## config.mk

```make
export PLATFORM = sky130hd
export DESIGN_NAME = edid_block_parser
export DESIGN_NICKNAME = d
export VERILOG_FILES = /design/src/hdl/edbp_pkg.sv /design/src/hdl/edbp_sequencer.sv /design/src/hdl/edbp_datapath.sv /design/src/hdl/edid_block_parser.sv
export SDC_FILE = /design/constraint.sdc
export NUM_CORES = 1
export LEC_CHECK = 0
export BUFFER_PORTS_ARGS = -buffer_cell sky130_fd_sc_hd__clkbuf_2
export CORE_MARGIN = 3
export CORE_UTILIZATION = 35
export CTS_BUF_LIST = sky130_fd_sc_hd__clkbuf_2
export CTS_CLUSTER_SIZE = 14
export DETAILED_ROUTE_END_ITERATION = 6
export SLEW_MARGIN = 10
export SYNTH_ARGS = -nofsm -noshare
export SYNTH_HDL_FRONTEND = slang
export SYNTH_SLANG_ARGS = --single-unit
export TNS_END_PERCENT = 20
```

## constraint.sdc

```tcl
create_clock -name clock -period 5 [get_ports clock]
set_clock_uncertainty 0.15 [all_clocks]
set_input_delay 0.25 -clock clock [delete_from_list [all_inputs] [get_ports clock]]
set_output_delay 0.25 -clock clock [all_outputs]
set_load 0.01 [all_outputs]
```

## src/hdl/edbp_pkg.sv

```systemverilog
`default_nettype none

package edbp_pkg;

   // Fixed sizes of the block and of the result fields.
   localparam int unsigned NAME_MAX_DEF = 13;
   localparam int unsigned BYTE_W       = 8;
   localparam int unsigned CHAR_W       = 7;
   localparam int unsigned SIZE_W       = 12;
   localparam int unsigned LEN_W        = 4;
   localparam int unsigned POS_W        = 8;
   localparam int unsigned OFF_W        = 5;

   localparam logic [POS_W-1:0] BLOCK_BYTES = 8'd128;

   // Byte positions inside the base block.
   localparam logic [POS_W-1:0] POS_HDR0   = 8'd0;
   localparam logic [POS_W-1:0] POS_HDR1   = 8'd1;
   localparam logic [POS_W-1:0] POS_HDR7   = 8'd7;
   localparam logic [POS_W-1:0] POS_WLO    = 8'd56;
   localparam logic [POS_W-1:0] POS_WHI    = 8'd58;
   localparam logic [POS_W-1:0] POS_HLO    = 8'd59;
   localparam logic [POS_W-1:0] POS_HHI    = 8'd61;
   localparam logic [POS_W-1:0] DESC_FIRST = 8'd54;
   localparam logic [POS_W-1:0] DESC_END   = 8'd126;

   // Offsets inside one descriptor.
   localparam logic [OFF_W-1:0] OFF_TAG0     = 5'd0;
   localparam logic [OFF_W-1:0] OFF_TAG1     = 5'd1;
   localparam logic [OFF_W-1:0] OFF_TAG_TYPE = 5'd3;
   localparam logic [OFF_W-1:0] OFF_TEXT     = 5'd5;
   localparam logic [OFF_W-1:0] OFF_LAST     = 5'd17;

   // Byte codes.
   localparam logic [BYTE_W-1:0] BYTE_ZERO = 8'h00;
   localparam logic [BYTE_W-1:0] BYTE_FF   = 8'hFF;
   localparam logic [BYTE_W-1:0] TAG_NAME  = 8'hFC;
   localparam logic [BYTE_W-1:0] CH_LF     = 8'h0A;
   localparam logic [BYTE_W-1:0] CH_SPACE  = 8'h20;
   localparam logic [BYTE_W-1:0] CH_TILDE  = 8'h7E;

   // Microprogram step addresses.
   typedef logic [1:0] edbp_step_type;
   localparam edbp_step_type STEP_INTAKE  = 2'd0;
   localparam edbp_step_type STEP_LATCH   = 2'd1;
   localparam edbp_step_type STEP_CHARS   = 2'd2;
   localparam edbp_step_type STEP_SUMMARY = 2'd3;

   // Jump conditions.
   typedef enum logic [1:0] {
      COND_ALWAYS,
      COND_LAST,
      COND_IDX_DONE,
      COND_OUT_FREE
   } edbp_cond_type;

   // One control word of the microprogram.
   typedef struct packed {
      logic          accept;
      logic          load_len;
      logic          emit_char;
      logic          emit_sum;
      edbp_cond_type cond;
      edbp_step_type target;
   } edbp_cw_type;

   // Status that the datapath returns to the sequencer.
   typedef struct packed {
      logic last_in;
      logic idx_done;
      logic out_free;
   } edbp_status_type;

   // The control store. A step that does not meet its condition stays put.
   function automatic edbp_cw_type edbp_ucode(input edbp_step_type step);
      edbp_cw_type cw;
      cw = '{accept: 1'b0, load_len: 1'b0, emit_char: 1'b0, emit_sum: 1'b0,
             cond: COND_ALWAYS, target: STEP_INTAKE};
      case (step)
         STEP_INTAKE: begin
            cw.accept = 1'b1;
            cw.cond   = COND_LAST;
            cw.target = STEP_LATCH;
         end
         STEP_LATCH: begin
            cw.load_len = 1'b1;
            cw.cond     = COND_ALWAYS;
            cw.target   = STEP_CHARS;
         end
         STEP_CHARS: begin
            cw.emit_char = 1'b1;
            cw.cond      = COND_IDX_DONE;
            cw.target    = STEP_SUMMARY;
         end
         STEP_SUMMARY: begin
            cw.emit_sum = 1'b1;
            cw.cond     = COND_OUT_FREE;
            cw.target   = STEP_INTAKE;
         end
         default: begin
            cw.cond   = COND_ALWAYS;
            cw.target = STEP_INTAKE;
         end
      endcase
      return cw;
   endfunction

endpackage

`default_nettype wire

```

## src/hdl/edbp_sequencer.sv

```systemverilog
`default_nettype none

module edbp_sequencer (
   input  wire logic                      clock,
   input  wire logic                      reset,
   input  wire edbp_pkg::edbp_status_type status,
   output edbp_pkg::edbp_cw_type          cw
);
   import edbp_pkg::*;

   edbp_step_type step_ff;
   edbp_step_type step_in;
   logic          cond_true;

   // Fetch the control word of the current step.
   assign cw = edbp_ucode(step_ff);

   // Evaluate the jump condition of the current step.
   always_comb begin
      case (cw.cond)
         COND_ALWAYS:   cond_true = 1'b1;
         COND_LAST:     cond_true = status.last_in;
         COND_IDX_DONE: cond_true = status.idx_done;
         COND_OUT_FREE: cond_true = status.out_free;
         default:       cond_true = 1'b0;
      endcase
      step_in = cond_true ? cw.target : step_ff;
   end

   // Step counter.
   always_ff @(posedge clock) begin
      if (reset) begin
         step_ff <= STEP_INTAKE;
      end else begin
         step_ff <= step_in;
      end
   end

endmodule

`default_nettype wire

```

## src/hdl/edbp_datapath.sv

```systemverilog
`default_nettype none

module edbp_datapath #(
   parameter int unsigned NAME_MAX = edbp_pkg::NAME_MAX_DEF
) (
   input  wire logic                              clock,
   input  wire logic                              reset,
   input  wire edbp_pkg::edbp_cw_type             cw,
   output edbp_pkg::edbp_status_type              status,
   input  wire logic                              req_valid,
   input  wire logic [edbp_pkg::BYTE_W-1:0]       req_edid_byte,
   input  wire logic                              req_end_of_block,
   output logic                                   rsp_valid,
   input  wire logic                              rsp_stall,
   output logic [edbp_pkg::CHAR_W-1:0]            rsp_name_char,
   output logic                                   rsp_is_summary,
   output logic [edbp_pkg::SIZE_W-1:0]            rsp_active_width,
   output logic [edbp_pkg::SIZE_W-1:0]            rsp_active_height,
   output logic                                   rsp_timing_valid,
   output logic [edbp_pkg::LEN_W-1:0]             rsp_name_length,
   output logic                                   rsp_last_of_run
);
   import edbp_pkg::*;

   localparam int unsigned IDX_W = (NAME_MAX > 1) ? $clog2(NAME_MAX) : 1;
   localparam logic [LEN_W-1:0] NAME_LIM = LEN_W'(NAME_MAX);

   // Parse state.
   logic [POS_W-1:0]  pos_ff, pos_in;
   logic [OFF_W-1:0]  off_ff, off_in;
   logic              header_ok_ff, header_ok_in;
   logic [7:0]        width_lo_ff, width_lo_in;
   logic [3:0]        width_hi_ff, width_hi_in;
   logic [7:0]        height_lo_ff, height_lo_in;
   logic [3:0]        height_hi_ff, height_hi_in;
   logic              desc_match_ff, desc_match_in;
   logic              name_found_ff, name_found_in;
   logic              name_term_ff, name_term_in;
   logic [LEN_W-1:0]  count_ff, count_in;
   logic [LEN_W-1:0]  trimmed_ff, trimmed_in;
   logic [LEN_W-1:0]  len_ff, len_in;
   logic [LEN_W-1:0]  idx_ff, idx_in;
   logic [CHAR_W-1:0] name_store [NAME_MAX];
   logic              store_we;

   // Result register.
   logic              rsp_valid_ff, rsp_valid_in;
   logic [CHAR_W-1:0] rsp_char_ff;
   logic              rsp_sum_ff;
   logic [SIZE_W-1:0] rsp_width_ff, rsp_height_ff;
   logic              rsp_tv_ff;
   logic [LEN_W-1:0]  rsp_len_ff;

   logic              take;
   logic              in_block;
   logic              in_desc;
   logic              out_free;
   logic              fire_char;
   logic              fire_sum;
   logic              block_ok;
   logic [SIZE_W-1:0] size_w;
   logic [SIZE_W-1:0] size_h;
   logic              timing_ok;
   logic              is_text;
   logic [BYTE_W-1:0] b;

   assign b         = req_edid_byte;
   assign take      = cw.accept && req_valid;
   assign in_block  = pos_ff < BLOCK_BYTES;
   assign in_desc   = (pos_ff >= DESC_FIRST) && (pos_ff < DESC_END);
   assign out_free  = !rsp_valid_ff || !rsp_stall;
   assign fire_char = cw.emit_char && (idx_ff != len_ff) && out_free;
   assign fire_sum  = cw.emit_sum && out_free;
   assign is_text   = (b >= CH_SPACE) && (b <= CH_TILDE);

   // Summary values from the collected state.
   assign block_ok  = header_ok_ff && (pos_ff >= BLOCK_BYTES);
   assign size_w    = {width_hi_ff, width_lo_ff};
   assign size_h    = {height_hi_ff, height_lo_ff};
   assign timing_ok = block_ok && (size_w != '0) && (size_h != '0);

   assign status.last_in  = take && req_end_of_block;
   assign status.idx_done = (idx_ff == len_ff);
   assign status.out_free = out_free;

   // Next state of the parser for one accepted byte, and the run counters.
   always_comb begin
      pos_in        = pos_ff;
      off_in        = off_ff;
      header_ok_in  = header_ok_ff;
      width_lo_in   = width_lo_ff;
      width_hi_in   = width_hi_ff;
      height_lo_in  = height_lo_ff;
      height_hi_in  = height_hi_ff;
      desc_match_in = desc_match_ff;
      name_found_in = name_found_ff;
      name_term_in  = name_term_ff;
      count_in      = count_ff;
      trimmed_in    = trimmed_ff;
      len_in        = len_ff;
      idx_in        = idx_ff;
      store_we      = 1'b0;

      if (take && in_block) begin
         pos_in = pos_ff + 8'd1;
         if ((pos_ff == POS_HDR0 && b != BYTE_ZERO) ||
             (pos_ff == POS_HDR1 && b != BYTE_FF) ||
             (pos_ff == POS_HDR7 && b != BYTE_ZERO)) begin
            header_ok_in = 1'b0;
         end
         if (pos_ff == POS_WLO) width_lo_in  = b;
         if (pos_ff == POS_WHI) width_hi_in  = b[7:4];
         if (pos_ff == POS_HLO) height_lo_in = b;
         if (pos_ff == POS_HHI) height_hi_in = b[7:4];

         if (in_desc) begin
            off_in = (off_ff == OFF_LAST) ? '0 : off_ff + 5'd1;
            if (!name_found_ff) begin
               if (off_ff == OFF_TAG0) begin
                  desc_match_in = (b == BYTE_ZERO);
               end else if (off_ff == OFF_TAG1) begin
                  desc_match_in = desc_match_ff && (b == BYTE_ZERO);
               end else if (off_ff == OFF_TAG_TYPE) begin
                  if (desc_match_ff && b == TAG_NAME) begin
                     name_found_in = 1'b1;
                     name_term_in  = 1'b0;
                     count_in      = '0;
                     trimmed_in    = '0;
                  end
               end
            end else if (!name_term_ff && off_ff >= OFF_TEXT) begin
               if (b == CH_LF || b == BYTE_ZERO) begin
                  name_term_in = 1'b1;
               end else if (is_text && count_ff < NAME_LIM) begin
                  store_we = 1'b1;
                  count_in = count_ff + 4'd1;
                  if (b != CH_SPACE) trimmed_in = count_ff + 4'd1;
               end
               if (off_ff == OFF_LAST) name_term_in = 1'b1;
            end
         end
      end

      if (cw.load_len) begin
         len_in = block_ok ? trimmed_ff : '0;
         idx_in = '0;
      end
      if (fire_char) idx_in = idx_ff + 4'd1;
   end

   // Result register: loads when a result is produced, empties when taken.
   always_comb begin
      rsp_valid_in = rsp_valid_ff;
      if (fire_char || fire_sum) begin
         rsp_valid_in = 1'b1;
      end else if (!rsp_stall) begin
         rsp_valid_in = 1'b0;
      end
   end

   // Control state, cleared by reset and at the end of each run.
   always_ff @(posedge clock) begin
      if (reset || fire_sum) begin
         pos_ff        <= '0;
         off_ff        <= '0;
         header_ok_ff  <= 1'b1;
         width_lo_ff   <= '0;
         width_hi_ff   <= '0;
         height_lo_ff  <= '0;
         height_hi_ff  <= '0;
         desc_match_ff <= 1'b1;
         name_found_ff <= 1'b0;
         name_term_ff  <= 1'b0;
         count_ff      <= '0;
         trimmed_ff    <= '0;
         len_ff        <= '0;
         idx_ff        <= '0;
      end else begin
         pos_ff        <= pos_in;
         off_ff        <= off_in;
         header_ok_ff  <= header_ok_in;
         width_lo_ff   <= width_lo_in;
         width_hi_ff   <= width_hi_in;
         height_lo_ff  <= height_lo_in;
         height_hi_ff  <= height_hi_in;
         desc_match_ff <= desc_match_in;
         name_found_ff <= name_found_in;
         name_term_ff  <= name_term_in;
         count_ff      <= count_in;
         trimmed_ff    <= trimmed_in;
         len_ff        <= len_in;
         idx_ff        <= idx_in;
      end
   end

   always_ff @(posedge clock) begin
      if (reset) begin
         rsp_valid_ff <= 1'b0;
      end else begin
         rsp_valid_ff <= rsp_valid_in;
      end
   end

   // Name character store.
   always_ff @(posedge clock) begin
      if (store_we) begin
         name_store[count_ff[IDX_W-1:0]] <= b[CHAR_W-1:0];
      end
   end

   // Result payload.
   always_ff @(posedge clock) begin
      if (fire_char) begin
         rsp_char_ff   <= name_store[idx_ff[IDX_W-1:0]];
         rsp_sum_ff    <= 1'b0;
         rsp_width_ff  <= '0;
         rsp_height_ff <= '0;
         rsp_tv_ff     <= 1'b0;
         rsp_len_ff    <= '0;
      end else if (fire_sum) begin
         rsp_char_ff   <= '0;
         rsp_sum_ff    <= 1'b1;
         rsp_width_ff  <= timing_ok ? size_w : '0;
         rsp_height_ff <= timing_ok ? size_h : '0;
         rsp_tv_ff     <= timing_ok;
         rsp_len_ff    <= len_ff;
      end
   end

   assign rsp_valid         = rsp_valid_ff;
   assign rsp_name_char     = rsp_char_ff;
   assign rsp_is_summary    = rsp_sum_ff;
   assign rsp_active_width  = rsp_width_ff;
   assign rsp_active_height = rsp_height_ff;
   assign rsp_timing_valid  = rsp_tv_ff;
   assign rsp_name_length   = rsp_len_ff;
   assign rsp_last_of_run   = rsp_sum_ff;

endmodule

`default_nettype wire

```

## src/hdl/edid_block_parser.sv

```systemverilog
`default_nettype none

// EDID base block parser.
// The req_ channel carries one EDID byte per transaction, starting at byte 0,
// with req_end_of_block set on the final byte. The rsp_ channel returns the
// monitor name characters, one per transaction, followed by one summary
// transaction that carries the native size, the timing flag and the name
// length; the summary also has rsp_last_of_run set.
// While a block streams in, one byte is taken every cycle. After the final
// byte, the sequencer runs its emission program: a setup step that latches
// the name length, a character step that loads the name characters into the
// output register one per cycle while rsp_ does not stall and then exits,
// and a summary step; the input stays stalled through all of them. The first
// character is loaded by the character step, after the setup step; with an
// empty name the summary follows the setup step and an empty character step.
// A stall on rsp_ holds the result register and pauses the program; a new
// byte is taken as soon as the summary has been loaded into that register.
// Reset is synchronous and returns the parser to byte 0 with an empty output.
// After each summary the parser also returns to byte 0 for the next block.
module edid_block_parser #(
   parameter int unsigned NAME_MAX = edbp_pkg::NAME_MAX_DEF
) (
   input  wire logic                        clock,
   input  wire logic                        reset,
   input  wire logic                        req_valid,
   output logic                             req_stall,
   input  wire logic [edbp_pkg::BYTE_W-1:0] req_edid_byte,
   input  wire logic                        req_end_of_block,
   output logic                             rsp_valid,
   input  wire logic                        rsp_stall,
   output logic [edbp_pkg::CHAR_W-1:0]      rsp_name_char,
   output logic                             rsp_is_summary,
   output logic [edbp_pkg::SIZE_W-1:0]      rsp_active_width,
   output logic [edbp_pkg::SIZE_W-1:0]      rsp_active_height,
   output logic                             rsp_timing_valid,
   output logic [edbp_pkg::LEN_W-1:0]       rsp_name_length,
   output logic                             rsp_last_of_run
);
   import edbp_pkg::*;

   edbp_cw_type     cw;
   edbp_status_type status;

   // Input is taken only in the intake step of the program.
   assign req_stall = !cw.accept;

   edbp_sequencer u_sequencer (
      .clock  (clock),
      .reset  (reset),
      .status (status),
      .cw     (cw)
   );

   edbp_datapath #(
      .NAME_MAX (NAME_MAX)
   ) u_datapath (
      .clock             (clock),
      .reset             (reset),
      .cw                (cw),
      .status            (status),
      .req_valid         (req_valid),
      .req_edid_byte     (req_edid_byte),
      .req_end_of_block  (req_end_of_block),
      .rsp_valid         (rsp_valid),
      .rsp_stall         (rsp_stall),
      .rsp_name_char     (rsp_name_char),
      .rsp_is_summary    (rsp_is_summary),
      .rsp_active_width  (rsp_active_width),
      .rsp_active_height (rsp_active_height),
      .rsp_timing_valid  (rsp_timing_valid),
      .rsp_name_length   (rsp_name_length),
      .rsp_last_of_run   (rsp_last_of_run)
   );

endmodule

`default_nettype wire
```

==> impl_metrics.tcl <==
set metrics [dict create \
    via_per_inst 5.17 \
    required_ns 5.28 \
    power.leakage_uw 0.00307 \
    dp_hpwl_um 11400 \
    worst_slew_pin_slew_ns 1.11 \
    die_w_um 155 \
    grt_pass1_vias 4954 \
    grt.total_usage 0.140 \
    core-area_um2 21400 \
    portBuffers 52 \
    hp-class "in -> reg" \
    ys_types 56 \
    seq_area_frac_synth 0.620 \
    grt_pass1_wl_um 26600 \
    ir_drop_mv 0.123 \
    yosys_warnings 0 \
    cts_root_buf "clkbuf_2" \
    slew_viol_final 0 \
    syn_area_per_cell_um2 13.0 \
    place.gp.congestion 0.819 \
    cts_tree "yes" \
    antenna_found_initial 1 \
    cp_top_family "simple AND/OR/NAND/NOR gates" \
    rows 53 \
    grt_start_max_net_pins 43 \
    cpPeakStageDelay_ns 0.43 \
    cp_max_fo 7 \
    drcViolationCount 0 \
    htree_levels 4 \
    ios 53 \
    synthFlopType "edfxtp_1" \
    grt.overflow.total 0 \
    netlist_instances 599 \
    final_common_cell "edfxtp_1" \
    clock-sinks 192 \
    synthXorXnorAreaFrac 0.0180 \
    drt_first_iter_violations 335 \
    end_kind "flip-flop" \
    regArea_um2 4820 \
    worstPathArrival_ns 3.42 \
    nets 686 \
    vias 4879 \
    dieArea_um2 24000 \
    synth.cell_area_um2 7780 \
    maxCapViolations 0 \
    n_fill_cell 2001 \
    hold_viol 0 \
    wl_per_cell_um 17.6 \
    rsz0062_at_grt "false" \
    final_core_util 0.402 \
    synth_edf_count 98 \
    fmax_mhz 319 \
    critPathLaunchType "flip-flop" \
    min_period_ns 3.14 \
    synth_compound_area_frac 0.0898 \
    max_slew_margin 0.261 \
    fin_cells 943 \
    multiInputGateArea_um2 2740 \
    start_util 0.363 \
    synth_nets 631 \
    outcome "finished clean" \
    die_h_um 155 \
    async_reset_ff_frac 0 \
    synth_simple_gate_area_frac 0.119 \
    wl_um 16600 \
    cts_buffer_depth 2 \
    slowest_stage "and3_1" \
    crit_type "reg -> reg" \
    path_clk_slew_ns 0.24 \
    setup_viol 0 \
    drive_above_1_share 0.175 \
    synth_top_family_by_area "simple AND/OR/NAND/NOR gates" \
    p_per_area_nw_per_um2 315 \
    drtPass1Iterations 7 \
    period_share 0.628 \
    synthAdderAreaFrac 0.0306 \
    crit_buf_inv 1 \
    ant_nets 0 \
    fin_setup_tns_ns 0 \
    synthToLayoutAreaGrowth_pct 10.7 \
    hold_slack_ns 0.103 \
    crit_chain "inv_1, ha_1, nand2_1, nor2_2, and3_1, nand3_1, nor3b_1, and2_1" \
    ys_seq_elements 192 \
    cts_made_buffers 17 \
    final_cell_mix "98 x edfxtp_1, 94 x dfxtp_1, 72 x clkbuf_2" \
    clk-insertion-delay-late_ns 0.76 \
    place_inst 895 \
    synth.area.mux_share 0.0943 \
]
==> flip-flops by register name (all words and copies together), names as in the netlist, 2 cells and up, named ones only <==
signal / flops
u_datapath.width_lo_ff: 8
u_datapath.idx_ff: 4
u_datapath.rsp_active_height: 12
u_datapath.rsp_name_char: 7
u_sequencer.step_ff: 2
u_datapath.width_hi_ff: 4
u_datapath.count_ff: 4
u_datapath.len_ff: 4
u_datapath.height_hi_ff: 4
u_datapath.pos_ff: 8
u_datapath.rsp_active_width: 12
u_datapath.height_lo_ff: 8
u_datapath.off_ff: 5
u_datapath.rsp_name_length: 4
u_datapath.name_store: 91
u_datapath.trimmed_ff: 4
==> final cells by class <==
cell class,instances,area share
multi-input cells,363,0.318
repair buffers,69,0.0494
well taps,275,0.0400
diodes,1,0.000291
flip-flops and latches,192,0.560
clock buffers,20,0.0116
clock inverters,12,0.0156
inverters,11,0.00480
==> routing by layer <==
layer | vias to the layer above | wire [um] | GRT usage
met4 | 0 | 262 | 0.0513
met3 | 19 | 712 | 0.0337
li1 | 2343 | - | -
met1 | 2406 | 7550 | 0.183
met2 | 111 | 8100 | 0.228
met5 | - | 0 | 0
==> final timing paths <==
| check | to | cells past startpoint | startpoint | slack (ns) |
|---|---|---|---|---|
| hold reg to reg | u_datapath.rsp_name_length[3] | 2 | u_datapath.rsp_name_length[3] | 0.33 |
| setup / recovery | u_datapath.name_store[4][2] | 8 | u_sequencer.step_ff[0] | 1.86 |
| setup reg to reg | u_datapath.name_store[4][2] | 8 | u_sequencer.step_ff[0] | 1.86 |
| hold / removal | u_sequencer.step_ff[1] | 3 | reset | 0.10 |
==> repair_timing <==
item,in CTS,in global routing
endpoints found under the hold margin,140,0
gates resized for setup,0,0
setup buffers,0,0
hold buffers,15,0
==> stage by stage <==
| step | setup slack (ns) | instance area, um2 | total power [uW] |
|---|---|---|---|
| 5_1_grt | 1.57 | 8610 | 2830 |
| 3_5_place_dp | 1.91 | 8220 | 1980 |
| 4_1_cts | 1.84 | 8610 | 2730 |
| 6_report | 1.86 | 8610 | 2710 |
| 3_3_place_gp | 2.00 | 8220 | 1970 |
| 2_1_floorplan | 2.54 | 7780 | 1900 |
==> cell families after synthesis <==
family / count (synthesis)
buf+inv: 44
mux: 47
flops: 192
fa+ha+maj: 19
simple gates: 183
xor+xnor: 16
compound gates: 98
==> synthesized netlist by cell type (12+ instances only) <==
library cell  instances  area (um2)
clkbuf_1             22        82.6
mux4_2               21         473
mux2i_1              26         260
nand3_1              12        60.1
a211oi_1             17         128
nor2_1               50         188
nand2_1              40         150
a21oi_1              29         145
ha_1                 19         238
edfxtp_1             98        2940
a22o_1               26         228
dfxtp_1              94        1880
nand4_1              14        87.6
==> worst reg2reg max path: cells and delay by family (launching register included) <==
kind,cells,cell delay (ns)
and+or+nand+nor,6,1.97
DFF,1,0.38
adders and majority gates,1,0.19
buffers and inverters,1,0.15
==> where the power goes <==
| part | leakage, uW | switching, uW | internal, uW |
|---|---|---|---|
| combinational | 0.00130 | 159 | 92.5 |
| clock | 0.000136 | 512 | 237 |
| sequential | 0.00163 | 27.2 | 1680 |
Note: power is estimated with default switching activity, not from simulation.
